$ cat config.mk
export PLATFORM = sky130hd
export DESIGN_NAME = mbsn_front_flat
export DESIGN_NICKNAME = d
export VERILOG_FILES = /design/src/rtl/mesh_bounding_sphere_normalize_unit_assert.svh /design/src/rtl/mbsn_pkg.sv /design/src/rtl/mbsn_intf.sv /design/src/rtl/mbsn_front.sv /design/src/flat_wrapper.sv
export SDC_FILE = /design/constraint.sdc
export NUM_CORES = 1
export LEC_CHECK = 0
export ABC_AREA = 1
export BUFFER_PORTS_ARGS = -buffer_cell sky130_fd_sc_hd__buf_2
export CAP_MARGIN = 40
export CORE_ASPECT_RATIO = 0.75
export CORE_MARGIN = 3
export CORE_UTILIZATION = 44
export DETAILED_ROUTE_END_ITERATION = 10
export GPL_TIMING_DRIVEN = 0
export HOLD_SLACK_MARGIN = 0.15
export SLEW_MARGIN = 25
export SYNTH_ARGS = -nofsm -noshare
export SYNTH_HDL_FRONTEND = slang
export SYNTH_SLANG_ARGS = --single-unit
$ cat constraint.sdc
create_clock -name i_clk -period 2.78 [get_ports i_clk]
set_input_delay 0.278 -clock i_clk [delete_from_list [all_inputs] [get_ports i_clk]]
set_output_delay 0.278 -clock i_clk [all_outputs]
set_load 0.005 [all_outputs]
$ cat src/rtl/mesh_bounding_sphere_normalize_unit_assert.svh
// ----------------------------------------------------------------------------
// Assertion macros for the mesh bounding sphere normalize unit
// Same-cycle and next-cycle implication checks, disabled while reset is low.
// ----------------------------------------------------------------------------
`ifndef MESH_BOUNDING_SPHERE_NORMALIZE_UNIT_ASSERT_SVH
`define MESH_BOUNDING_SPHERE_NORMALIZE_UNIT_ASSERT_SVH

`define MBSN_ASSERT_NOW(label, clk, rst_n, ante, cons) \
    label: assert property (@(posedge clk) disable iff (!rst_n) (ante) |-> (cons)) \
        else $error("mbsn: same-cycle check failed");

`define MBSN_ASSERT_NEXT(label, clk, rst_n, ante, cons) \
    label: assert property (@(posedge clk) disable iff (!rst_n) (ante) |=> (cons)) \
        else $error("mbsn: next-cycle check failed");

`endif

$ cat src/rtl/mbsn_pkg.sv
// ----------------------------------------------------------------------------
// mbsn_pkg
// Shared types and constants of the mesh bounding sphere normalize unit.
// ----------------------------------------------------------------------------
package mbsn_pkg;

    localparam int unsigned JOB_CNT_W = 7;

    localparam logic [1:0] AX_X = 2'd0;
    localparam logic [1:0] AX_Y = 2'd1;
    localparam logic [1:0] AX_Z = 2'd2;

    localparam logic REG_TARGET_RADIUS = 1'b0;
    localparam logic [31:0] TARGET_RADIUS_RST = 32'h0001_0000;

    localparam logic signed [31:0] COORD_MAX = 32'sh7FFF_FFFF;
    localparam logic signed [31:0] COORD_MIN = 32'sh8000_0000;

    typedef logic signed [31:0] t_coord;

    typedef struct packed {
        t_coord                 cx;
        t_coord                 cy;
        t_coord                 cz;
        logic [JOB_CNT_W-1:0]   count;
        logic                   dropped;
    } t_job;

    typedef struct packed {
        logic busy;
        logic done;
    } t_bstat;

    typedef enum logic [1:0] {
        F_LOAD,
        F_CLOSE,
        F_WAIT
    } t_front_state;

    typedef enum logic [3:0] {
        B_IDLE,
        B_RWAIT,
        B_SQ,
        B_ACC,
        B_CMP,
        B_SQINIT,
        B_SQRT,
        B_SWAIT,
        B_MUL,
        B_DIV,
        B_SAT,
        B_EMIT
    } t_back_state;

endpackage

$ cat src/rtl/mbsn_intf.sv
// ----------------------------------------------------------------------------
// mbsn channel interfaces
// Vertex input channel and normalized result channel, valid/ready handshake.
// ----------------------------------------------------------------------------
interface mbsn_vtx_if;
    logic               valid;
    logic               ready;
    logic signed [31:0] pos_x;
    logic signed [31:0] pos_y;
    logic signed [31:0] pos_z;
    logic               last_in;

    modport source (output valid, output pos_x, output pos_y, output pos_z,
                    output last_in, input ready);
    modport sink   (input valid, input pos_x, input pos_y, input pos_z,
                    input last_in, output ready);
endinterface


$ cat src/rtl/mbsn_front.sv
// ----------------------------------------------------------------------------
// mbsn_front
// Accepts vertices, fills the store, tracks bounds and closes each run.
// ----------------------------------------------------------------------------
module mbsn_front
    import mbsn_pkg::*;
#(
    parameter int unsigned MAX_VERTICES = 64
) (
    input  logic              i_clk,
    input  logic              i_rst_n,
    mbsn_vtx_if.sink          i_vtx,
    output logic              o_we,
    output logic [((MAX_VERTICES > 1) ? $clog2(MAX_VERTICES) : 1)-1:0] o_waddr,
    output logic [95:0]       o_wdata,
    output logic              o_push,
    output t_job              o_job,
    input  logic              i_qfull,
    input  t_bstat            i_bstat
);

    localparam int unsigned CW = $clog2(MAX_VERTICES + 1);
    localparam int unsigned AW = (MAX_VERTICES > 1) ? $clog2(MAX_VERTICES) : 1;

    t_front_state    r_state, n_state;
    logic [CW-1:0]   r_count;
    logic            r_dropped;
    t_coord          r_min [3];
    t_coord          r_max [3];
    t_coord          pos   [3];
    t_coord          ctr   [3];
    logic signed [32:0] sum [3];
    logic            acc;
    logic            full;
    logic            clear;

    always_comb begin
        pos[0] = i_vtx.pos_x;
        pos[1] = i_vtx.pos_y;
        pos[2] = i_vtx.pos_z;
        for (int a = 0; a < 3; a++) begin
            sum[a] = {r_min[a][31], r_min[a]} + {r_max[a][31], r_max[a]};
            ctr[a] = sum[a][32:1];
        end
    end

    assign i_vtx.ready = (r_state == F_LOAD);
    assign acc         = i_vtx.valid && i_vtx.ready;
    assign full        = (r_count == CW'(MAX_VERTICES));
    assign o_we        = acc && !full;
    assign o_waddr     = r_count[AW-1:0];
    assign o_wdata     = {i_vtx.pos_x, i_vtx.pos_y, i_vtx.pos_z};

    assign o_job.cx      = ctr[0];
    assign o_job.cy      = ctr[1];
    assign o_job.cz      = ctr[2];
    assign o_job.count   = JOB_CNT_W'(r_count);
    assign o_job.dropped = r_dropped;

    always_comb begin
        n_state = r_state;
        o_push  = 1'b0;
        clear   = 1'b0;
        case (r_state)
            F_LOAD: begin
                if (acc && i_vtx.last_in) begin
                    n_state = F_CLOSE;
                end
            end
            F_CLOSE: begin
                if (!i_qfull) begin
                    o_push  = 1'b1;
                    clear   = 1'b1;
                    n_state = F_WAIT;
                end
            end
            F_WAIT: begin
                if (i_bstat.done) begin
                    n_state = F_LOAD;
                end
            end
            default: begin
                n_state = F_LOAD;
            end
        endcase
    end

    always_ff @(posedge i_clk) begin
        if (!i_rst_n) begin
            r_state <= F_LOAD;
        end else begin
            r_state <= n_state;
        end
    end

    always_ff @(posedge i_clk) begin
        if (!i_rst_n || clear) begin
            r_count   <= '0;
            r_dropped <= 1'b0;
            for (int a = 0; a < 3; a++) begin
                r_min[a] <= COORD_MAX;
                r_max[a] <= COORD_MIN;
            end
        end else if (acc) begin
            if (full) begin
                r_dropped <= 1'b1;
            end else begin
                r_count <= r_count + 1'b1;
                for (int a = 0; a < 3; a++) begin
                    if (pos[a] < r_min[a]) begin
                        r_min[a] <= pos[a];
                    end
                    if (pos[a] > r_max[a]) begin
                        r_max[a] <= pos[a];
                    end
                end
            end
        end
    end

endmodule

$ cat src/flat_wrapper.sv
// flat-port wrapper written by rule: the top's interface ports become plain ports
module mbsn_front_flat import mbsn_pkg::*;
#(
    parameter int unsigned MAX_VERTICES = 64
)
  (i_clk, i_rst_n, o_we, o_waddr, o_wdata, o_push, o_job, i_qfull, i_bstat, i_vtx_valid, i_vtx_pos_x, i_vtx_pos_y, i_vtx_pos_z, i_vtx_last_in, i_vtx_ready);
  mbsn_vtx_if i_vtx_i ();
  input  logic i_clk;
  input  logic i_rst_n;
  output logic o_we;
  output logic [((MAX_VERTICES > 1) ? $clog2(MAX_VERTICES) : 1)-1:0] o_waddr;
  output logic [95:0] o_wdata;
  output logic o_push;
  output t_job o_job;
  input  logic i_qfull;
  input  t_bstat i_bstat;
  input wire logic [$bits(i_vtx_i.valid)-1:0] i_vtx_valid;
  input wire logic [$bits(i_vtx_i.pos_x)-1:0] i_vtx_pos_x;
  input wire logic [$bits(i_vtx_i.pos_y)-1:0] i_vtx_pos_y;
  input wire logic [$bits(i_vtx_i.pos_z)-1:0] i_vtx_pos_z;
  input wire logic [$bits(i_vtx_i.last_in)-1:0] i_vtx_last_in;
  output wire logic [$bits(i_vtx_i.ready)-1:0] i_vtx_ready;
  assign i_vtx_i.valid = i_vtx_valid;
  assign i_vtx_i.pos_x = i_vtx_pos_x;
  assign i_vtx_i.pos_y = i_vtx_pos_y;
  assign i_vtx_i.pos_z = i_vtx_pos_z;
  assign i_vtx_i.last_in = i_vtx_last_in;
  assign i_vtx_ready = i_vtx_i.ready;
  mbsn_front #(.MAX_VERTICES(MAX_VERTICES)) u_core (.i_clk(i_clk), .i_rst_n(i_rst_n), .i_vtx(i_vtx_i), .o_we(o_we), .o_waddr(o_waddr), .o_wdata(o_wdata), .o_push(o_push), .o_job(o_job), .i_qfull(i_qfull), .i_bstat(i_bstat));
endmodule
==> Word level (Yosys, flattened, before mapping) <==
Memory sizes are Yosys's and may differ from the RTL's.
Cells that the tools add are included.
{ "word_totals": {"ff_bits": 10, "ramBits": 192, "inputBits": 103, "elab_cells": 82, "memories": 2} }
{ "mem_list": {"columns": ["memory", "words", "width", "rd", "rd_ports_with_merged_regs", "write_ports", "line", "source"], "rows": [
  ["u_core.r_max", 3, 32, 3, 0, 3, "mbsn_front.sv:29", "t_coord r_max [3];"],
  ["u_core.r_min", 3, 32, 3, 0, 3, "mbsn_front.sv:28", "t_coord r_min [3];"]
]} }
{ "op_classes": {"add_sub_neg": 4, "magnitude_cmp": 6, "n_eq_ne": 6, "muxes": 44, "bitwise_logic": 7, "reduce_logical": 10} }
{ "op_table": {"columns": ["op", "count"], "rows": [
  ["32-bit 2-to-1 mux", 6],
  ["32-bit by 32-bit adder with 33-bit output", 3],
  ["32-bit > comparator", 3],
  ["32-bit < comparator", 3],
  ["1-bit 2-to-1 mux", 34],
  ["7-bit by 1-bit adder with 7-bit output, second input constant", 1],
  ["7-bit equality test, second input constant", 1],
  ["2-bit 2-to-1 mux", 3],
  ["2-bit inequality test, second input constant", 3],
  ["1-bit OR", 6],
  ["2-bit one-hot mux with 3 select lines", 1],
  ["2-bit AND reduction", 2],
  ["1-bit logical AND", 3],
  ["3-bit AND reduction", 1],
  ["2-bit by 1-bit equality test with 1-bit output, second input constant", 1],
  ["2-bit equality test, second input constant", 1],
  ["1-bit logical NOT", 2],
  ["2-bit logical NOT", 1],
  ["1-bit logical OR", 1],
  ["1-bit NOT", 1]
]} }

==> Depth between registers and ports, before layout <==
Gate-level depths: netlist (run 1).
{ "logic_depth": {"ltp_word": 7, "ltp_mapped": 18} }

==> Worst setup path before layout (run 1) <==
No wires, ideal clock.
{ "synth_timing": {"path_kind": "register to register", "from": "memory u_core.r_max[0][47] (netlist name)", "to": "memory u_core.r_max[0][32] (netlist name), enable pin", "setup_ns": 0.389, "t_arrival_ns": 2.102, "slack_ns": 0.289, "stages_incl_launch_ff": 11, "n_path_buf": 0, "path_cell_list": "edfxtp_1 > inv_1 > ha_1 > nand2_1 > nor4_2 > nand2_1 > nand2_1 > nand2_1 > nand3_1 > nand3_1 > nand2_1"} }
{ "synth_rtl": {"columns": ["element", "line"], "rows": [
  ["start, declared", "mbsn_front.sv:29"]
]} }

==> run summary, run 1 <==
STA
- fin crit period: 3.09 ns
- Clock Skew: 0.0169 ns
- final cycle utilization of the critical path: 1.11
- final worst-path setup slack: -0.309 ns
- Worst Tran Pin Value: 1.03 ns
- Final Setup Violations: 64
- final hold violations: 0
- fmax: 0.324 GHz
- number of pins with negative max-slew slack in the final report: 0
- Slew Limit Headroom: 0.315
- RSZ-0062 raised after global routing: yes

Route
- via/cell ratio: 5.11
- wire length reported by the detailed router: 60.6 mm
- first-pass iteration count of the detailed router: 6
- met3 wire length: 3.78 mm
- antenna violation net count after detailed routing: 0
- top routing layer in use: met5
- DRC viols: 0
- wl on met1: 28.4 mm
- DRT iter0 DRCs: 1124
- via count: 17900
- WL/cell: 17.3 um
- wire length on met2: 27.2 mm

Worst setup path
- most repeated library cell on the critical path: nand2_1
- crit path capture type: output pin
- cell class contributing the biggest share of worst-path delay: simple AND/OR/NAND/NOR gates
- Critical Path Max Stage Delay: 0.45 ns
- worst flop-to-flop path startpoint: u_core.r_max[0][47]
- critical path depth in cells: 13
- cells along the critical path: inv_2 > fa_2 > o21ai_4 > nand2_1 > o211ai_1 > nand2_1 > nand2_2 > nand2_1 > nand2_2 > inv_2 > o21bai_1 > xor2_1 > buf_2
- critical path required time: 2.50 ns
- endpoint of the worst-slack reg-to-reg timing path: u_core.r_max[0][4]
- launching element type of the critical path: flip-flop
- critical path fanouts, max: 3
- arrival time at the worst endpoint: 2.81 ns
- worst-path cell with the longest stage delay: edfxtp_1
- r2r setup slk: 0.02 ns
- kind of critical path: flip-flop to output pin
- depth of the worst register-to-register path: 14
- Buf/Inv on CP: 3

Run
- Max-Cap Viols: 0

Synth
- leading post-synthesis cells by cell area: edfxtp_1, ha_1, nand2_1
- proportion of synthesized flip-flops having asynchronous set or reset: 0
- Warnings, synthesis: 0
- unique cell type count in the Yosys netlist: 42
- main flop type after synthesis: edfxtp_1
- post-synthesis net count: 2767
- synthesized area divided by synthesized cell count: 7.87 sq um
- area share of the largest cell type after synthesis: 0.308
- #FFs+latches synth: 202
- summed instance area of the synthesized netlist: 18700 sq um
- sequential fraction of the synthesis area: 0.319
- leading area contributor after synthesis: edfxtp_1
- number of flops mapped to enable cells by yosys: 192
- synthesized instance count: 2377

GRT
- initial antenna violation count: 4
- maximum number of pins on one net before global-route repair: 23
- global-route wire length before repair: 89.9 mm
- Tot GR Track Use: 0.249
- gr ovfl total: 0
- via count of the first global-routing pass: 17100

Placement
- input/output buffers: 310
- gpl congestion: 0.930
- Post-DP Area: 21100 sq um
- estimated wirelength of the detail-placed design: 44.5 mm
- Placed Cells: 3254

Layout
- share of cells above drive strength 1: 0.326
- share of the core filled with cells in the final layout: 0.626
- Area Growth Syn to Fin: 38.4%
- area of all placed cells without fillers: 25900 sq um
- number of standard cells in the final layout excluding fillers: 3499
- Total Nets Final: 3308

Floorplanning
- Initial Util: 0.452
- DIE HEIGHT: 185 um
- Die X-Extent: 244 um
- total die area: 45100 sq um
- Core Area: 41400 sq um
- I/O Pins: 312
- number of standard-cell rows in the floorplan: 64

Clocking
- CTS tree: built
- level count of the clock H-tree: 1
- clock tree sinks: 202
- worst-case clock buffer depth: 3
- total clock buffers created by CTS: 25
- Root Buffer: clkbuf_16
- Clock Latency Late Sink: 0.54 ns
- Worst-path clk slew: 0.07 ns

Hold path
- Hold EP: u_core.r_min[0][61]
- number of cells on the worst hold path: 3
- startpoint of the worst hold path: i_vtx_pos_y[29]
- Tightest Hold Check Type: primary input to flip-flop

Pwr
- PnR Total Power: 17400 uW
- Worst IR Drop VDD: 0.517 mV
- LEAKAGE: 0.0129 uW
- power density relative to cell area: 671 nW/um^2

Outcome
- status: finished with violations
- failing checks: negative setup slack

[synthesized netlist by cell type (all sizes together) (11+ instances only)]
| master | instances |
|---|---|
| xor2 | 66 |
| edfxtp | 192 |
| inv | 444 |
| xnor2 | 15 |
| buf | 123 |
| nor3 | 20 |
| a31oi | 38 |
| nand3 | 38 |
| nand2 | 523 |
| a21o | 21 |
| nand4 | 23 |
| a21oi | 165 |
| o21bai | 18 |
| o21ai | 77 |
| o21a | 11 |
| ha | 284 |
| nor2 | 261 |
[per-stage QoR]
step	setup slack [ns]	TNS, ns	hold WS, ns
2_1_floorplan	0.289	0	0.396
3_3_place_gp	-0.955	-180.61	0.461
3_5_place_dp	-0.365	-49.51	0.474
4_1_cts	-0.248	-6.73	0.160
5_1_grt	-0.446	-25.35	0.186
6_report	-0.309	-9.52	0.187
[where the power goes]
group          switching [uW]  total (uW)  internal, uW  leakage (uW)
combinational            5460        9830          4370        0.0106
sequential                312        4180          3870       0.00189
clock                    1340        3360          2020      0.000404
total                    7110       17400         10300        0.0129
[sequential cells by signal, indices dropped and copies added, names as in the netlist]
register	flops
u_core.r_max	96
u_core.r_min	96
u_core.r_dropped	1
u_core.r_count	7
u_core.r_state	2
[worst min-delay path: cells and delay by family]
| kind | cells | cell delay [ns] |
|---|---|---|
| buffers and inverters | 2 | 0.26 |
| and+or+nand+nor | 1 | 0.07 |
[layout make-up]
cell class / count / area (sq um)
Fill cell: 3527 / 15500
Multi-Input combinational cell: 1606 / 11900
Sequential cell: 202 / 5970
Timing Repair Buffer: 514 / 3700
Inverter: 445 / 1680
Buffer: 124 / 1130
Tap cell: 561 / 702
Clock buffer: 29 / 641
Clock inverter: 16 / 185
Antenna cell: 2 / 5.00
[how the worst max path moves through the flow]
stage                   startpoint                   to  slack (ns)
2_1_floorplan  u_core.r_max[0][47]  u_core.r_max[0][32]        0.29
3_3_place_gp       i_vtx_pos_z[31]  u_core.r_max[0][69]       -0.95
3_5_place_dp   u_core.r_min[0][31]  u_core.r_min[0][47]       -0.36
4_1_cts        u_core.r_max[0][67]            o_job[31]       -0.25
5_1_grt         u_core.r_max[0][1]            o_job[95]       -0.45
6_report        u_core.r_max[0][1]            o_job[95]       -0.31
[cells by family after synthesis]
| kind of cell | after synthesis | synth area share |
|---|---|---|
| and+or+nand+nor | 879 | 0.197 |
| buffers and inverters | 569 | 0.143 |
| xor gates and xnor gates | 81 | 0.0379 |
| adders and majority gates | 287 | 0.193 |
| DFF | 202 | 0.319 |
| AOI/OAI and AO/OA | 359 | 0.110 |
[repair_timing]
item                       in CTS  in global routing
setup endpoints to repair     317                382
setup buffers                  58                 47
hold endpoints to repair      178                  0
hold buffers                  100                  0
resized for setup             207                231
pin swaps                      90                103
gates cloned                    1                 10
[placed cells by master, fill, tap and decap left out, types with 10 or more instances in the layout]
cell / n
a31oi_1: 30
clkbuf_16: 35
edfxtp_1: 192
nor2_4: 20
dlygate4sd3_1: 99
nand3_1: 32
o21a_1: 11
buf_2: 307
buf_12: 22
ha_2: 24
ha_4: 38
a21o_1: 19
nand2_2: 68
nor2_2: 65
buf_6: 24
o21ai_0: 54
nand2_1: 438
buf_4: 171
xor2_2: 19
nor2_1: 176
xor2_1: 46
a21oi_1: 126
nand2_4: 16
dfxtp_1: 10
o21ai_2: 11
o21bai_1: 10
a21oi_2: 32
inv_2: 24
ha_1: 222
inv_1: 418
nor3_1: 16
nand4_1: 23
[routing by layer]
layer  up-vias  global-route usage
met3        72              0.0282
met5         -                   0
met2       635               0.404
met1      8404               0.361
met4         2              0.0468
li1       8763                   -
(Power assumes the default switching activity.)
==> run 2: changes to the inputs <==
BUFFER_PORTS_ARGS = -buffer_cell sky130_fd_sc_hd__buf_4   (was -buffer_cell sky130_fd_sc_hd__buf_2)
TNS_END_PERCENT = 10   (was unset)
==> run 2 against run 1 <==
Net effect:
- the flow still finishes with violations (negative setup slack)
- clock-buffer cell count increased by 9
- sequential share of layout area rose by 0.15 points
- final cell count decreased by 0.83%
- global-route usage decreased by 0.15 points
- non-clock buffer count shrank 28
- worst setup slack got worse by 0.0024 ns
- core utilization decreased by 0.42 points
- final area decreased by 0.67%
- total power down 0.87%
- critical path depth is 1 lower
- critical path type unchanged
- critical endpoint is now o_job[35]
- largest cell class unchanged
==> run summary, run 2 (synthesis results as in run 1) <==
Outcome
- status: finished with violations, unchanged
- failing checks: negative setup slack, unchanged

Floorplanning
- Initial Util: 0.452, unchanged
- Core Area: 41400 sq um, unchanged
- total die area: 45100 sq um, unchanged
- DIE HEIGHT: 185 um, unchanged
- I/O Pins: 312, unchanged
- number of standard-cell rows in the floorplan: 64, unchanged
- Die X-Extent: 244 um, unchanged

Placement
- gpl congestion: 0.916, was 0.930
- input/output buffers: 310, unchanged
- worst slack at placement: -0.409 ns, was -0.365 ns
- estimated wirelength of the detail-placed design: 45.3 mm, was 44.5 mm

Clocking
- Worst-path clk slew: 0.06 ns, was 0.07 ns
- Root Buffer: clkbuf_16, unchanged
- clock tree sinks: 202, unchanged
- total clock buffers created by CTS: 25, unchanged
- CTS tree: built, unchanged
- worst-case clock buffer depth: 3, unchanged
- level count of the clock H-tree: 1, unchanged
- Clock Latency Late Sink: 0.53 ns, was 0.54 ns

STA
- worst hold margin: 0.488 ns, was 0.187 ns
- fmax: 0.323 GHz, was 0.324 GHz
- RSZ-0062 raised after global routing: yes, unchanged
- Final Setup Violations: 57, was 64
- final cycle utilization of the critical path: 1.11, about the same
- fin crit period: 3.09 ns, about the same
- Slew Limit Headroom: 0.457, was 0.315
- final hold violations: 0, unchanged
- Total Negative Setup Slacks: -7.48 ns, was -9.52 ns
- final worst-path setup slack: -0.311 ns, was -0.309 ns
- number of pins with negative max-slew slack in the final report: 0, unchanged
- Worst Tran Pin Value: 0.815 ns, was 1.03 ns
- Clock Skew: 0.0163 ns, was 0.0169 ns

Pwr
- PnR Total Power: 17200 uW, was 17400 uW
- Worst IR Drop VDD: 0.430 mV, was 0.517 mV
- power density relative to cell area: 669 nW/um^2, was 671 nW/um^2
- LEAKAGE: 0.0128 uW, was 0.0129 uW

GRT
- gr ovfl total: 0, unchanged
- Tot GR Track Use: 0.247, was 0.249
- initial antenna violation count: 2, was 4
- via count of the first global-routing pass: 16900, was 17100
- maximum number of pins on one net before global-route repair: 22, was 23
- global-route wire length before repair: 88.9 mm, was 89.9 mm

Layout
- fill cell count: 3626, was 3527
- share of cells above drive strength 1: 0.308, was 0.326
- Area Growth Syn to Fin: 37.5%, was 38.4%
- Total Nets Final: 3280, was 3308
- most common library cell in the layout ignoring fill and taps: buf_4, was nand2_1
- biggest regs: u_core.r_max (96), u_core.r_min (96), u_core.r_count (7), unchanged
- top library cells by usage in the layout, fill and taps aside: buf_4, nand2_1, inv_1, was nand2_1, inv_1, buf_2

Worst setup path
- kind of critical path: flip-flop to output pin, unchanged
- critical path required time: 2.50 ns, about the same
- cells along the critical path: nand2_2 > fa_2 > o21ai_4 > nand2_1 > o211ai_1 > nand2_1 > nand2_4 > nand4_1 > nand2_2 > buf_4 > xor2_2 > buf_4, was inv_2 > fa_2 > o21ai_4 > nand2_1 > o211ai_1 > nand2_1 > nand2_2 > nand2_1 > nand2_2 > inv_2 > o21bai_1 > xor2_1 > buf_2
- worst flop-to-flop path startpoint: u_core.r_max[0][31], was u_core.r_max[0][47]
- arrival time at the worst endpoint: 2.81 ns, about the same
- crit path capture type: output pin, unchanged
- origin of the worst setup path: u_core.r_min[0][64], was u_core.r_max[0][1]
- worst-path cell with the longest stage delay: fa_2, was edfxtp_1
- critical path fanouts, max: 3, unchanged
- launching element type of the critical path: flip-flop, unchanged
- Critical Path Max Stage Delay: 0.43 ns, was 0.45 ns

Route
- antenna violation net count after detailed routing: 0, unchanged
- wire length reported by the detailed router: 58.6 mm, was 60.6 mm
- first-pass iteration count of the detailed router: 6, unchanged
- via count: 17600, was 17900
- DRC viols: 0, unchanged
- WL/cell: 16.9 um, was 17.3 um
- via/cell ratio: 5.07, was 5.11
- DRT iter0 DRCs: 1106, was 1124

Run
- Max-Cap Viols: 0, unchanged

Hold path
- Tightest Hold Check Type: flip-flop to flip-flop, was primary input to flip-flop
- startpoint of the worst hold path: u_core.r_dropped, was i_vtx_pos_y[29]

==> run 2: final timing paths <==
kind | endpoint | slack [ns] | depth (start not counted)
hold / removal | u_core.r_dropped | 0.49 | 2
setup / recovery | o_job[35] | -0.31 | 12
hold reg to reg | u_core.r_dropped | 0.49 | 2
setup reg to reg | u_core.r_max[0][94] | 0.04 | 15
==> run 2: where the power goes <==
group	internal, uW	leakage, uW	switching (uW)	total, uW
Combinational	4560	0.0105	5320	9880
Sequential	3870	0.00189	301	4170
Clock	1840	0.000390	1320	3170
Total	10300	0.0128	6950	17200
==> run 2: routing by layer <==
layer	global-route usage	routed length [um]
met1	0.359	27600
met3	0.0317	3610
met4	0.0627	1430
met5	0	13
met2	0.391	25900
==> run 2: worst max-delay path, delay by kind of cell (launching register included) <==
| family | cells | cell delay [ns] |
|---|---|---|
| AO/OA/AOI/OAI | 2 | 0.35 |
| XOR/XNOR | 1 | 0.14 |
| adder cells (fa/ha/maj) | 1 | 0.43 |
| flip-flops | 1 | 0.38 |
| buffers and inverters | 2 | 0.27 |
| AND/OR/NAND/NOR | 6 | 0.70 |
==> run 2: stage by stage <==
stage	util	std cells	instance area, sq um
2_1_floorplan	-	2377	18700
3_3_place_gp	0.525	3248	21700
3_5_place_dp	0.529	3254	21900
4_1_cts	0.597	3440	24700
5_1_grt	0.621	3470	25700
6_report	0.621	3470	25700
==> run 2: cell type report <==
cell class	instances	area, sq um	area share
Inverter	445	1670	0.0649
Clock inverter	7	45.0	0.00175
Tap cell	561	702	0.0273
Multi-Input combinational cell	1606	11500	0.446
Sequential cell	202	5970	0.232
Buffer	124	1060	0.0414
Timing Repair Buffer	486	4050	0.157
Antenna cell	1	2.50	0.0000973
Clock buffer	38	744	0.0289
==> run 2: timing repair <==
action	4_1_cts	5_1_grt
pin swaps	67	82
endpoints found under the hold margin	195	0
endpoints found under the setup margin	334	391
gates resized for setup	171	179
setup buffers	40	29
gates cloned	0	0
hold buffers	101	0
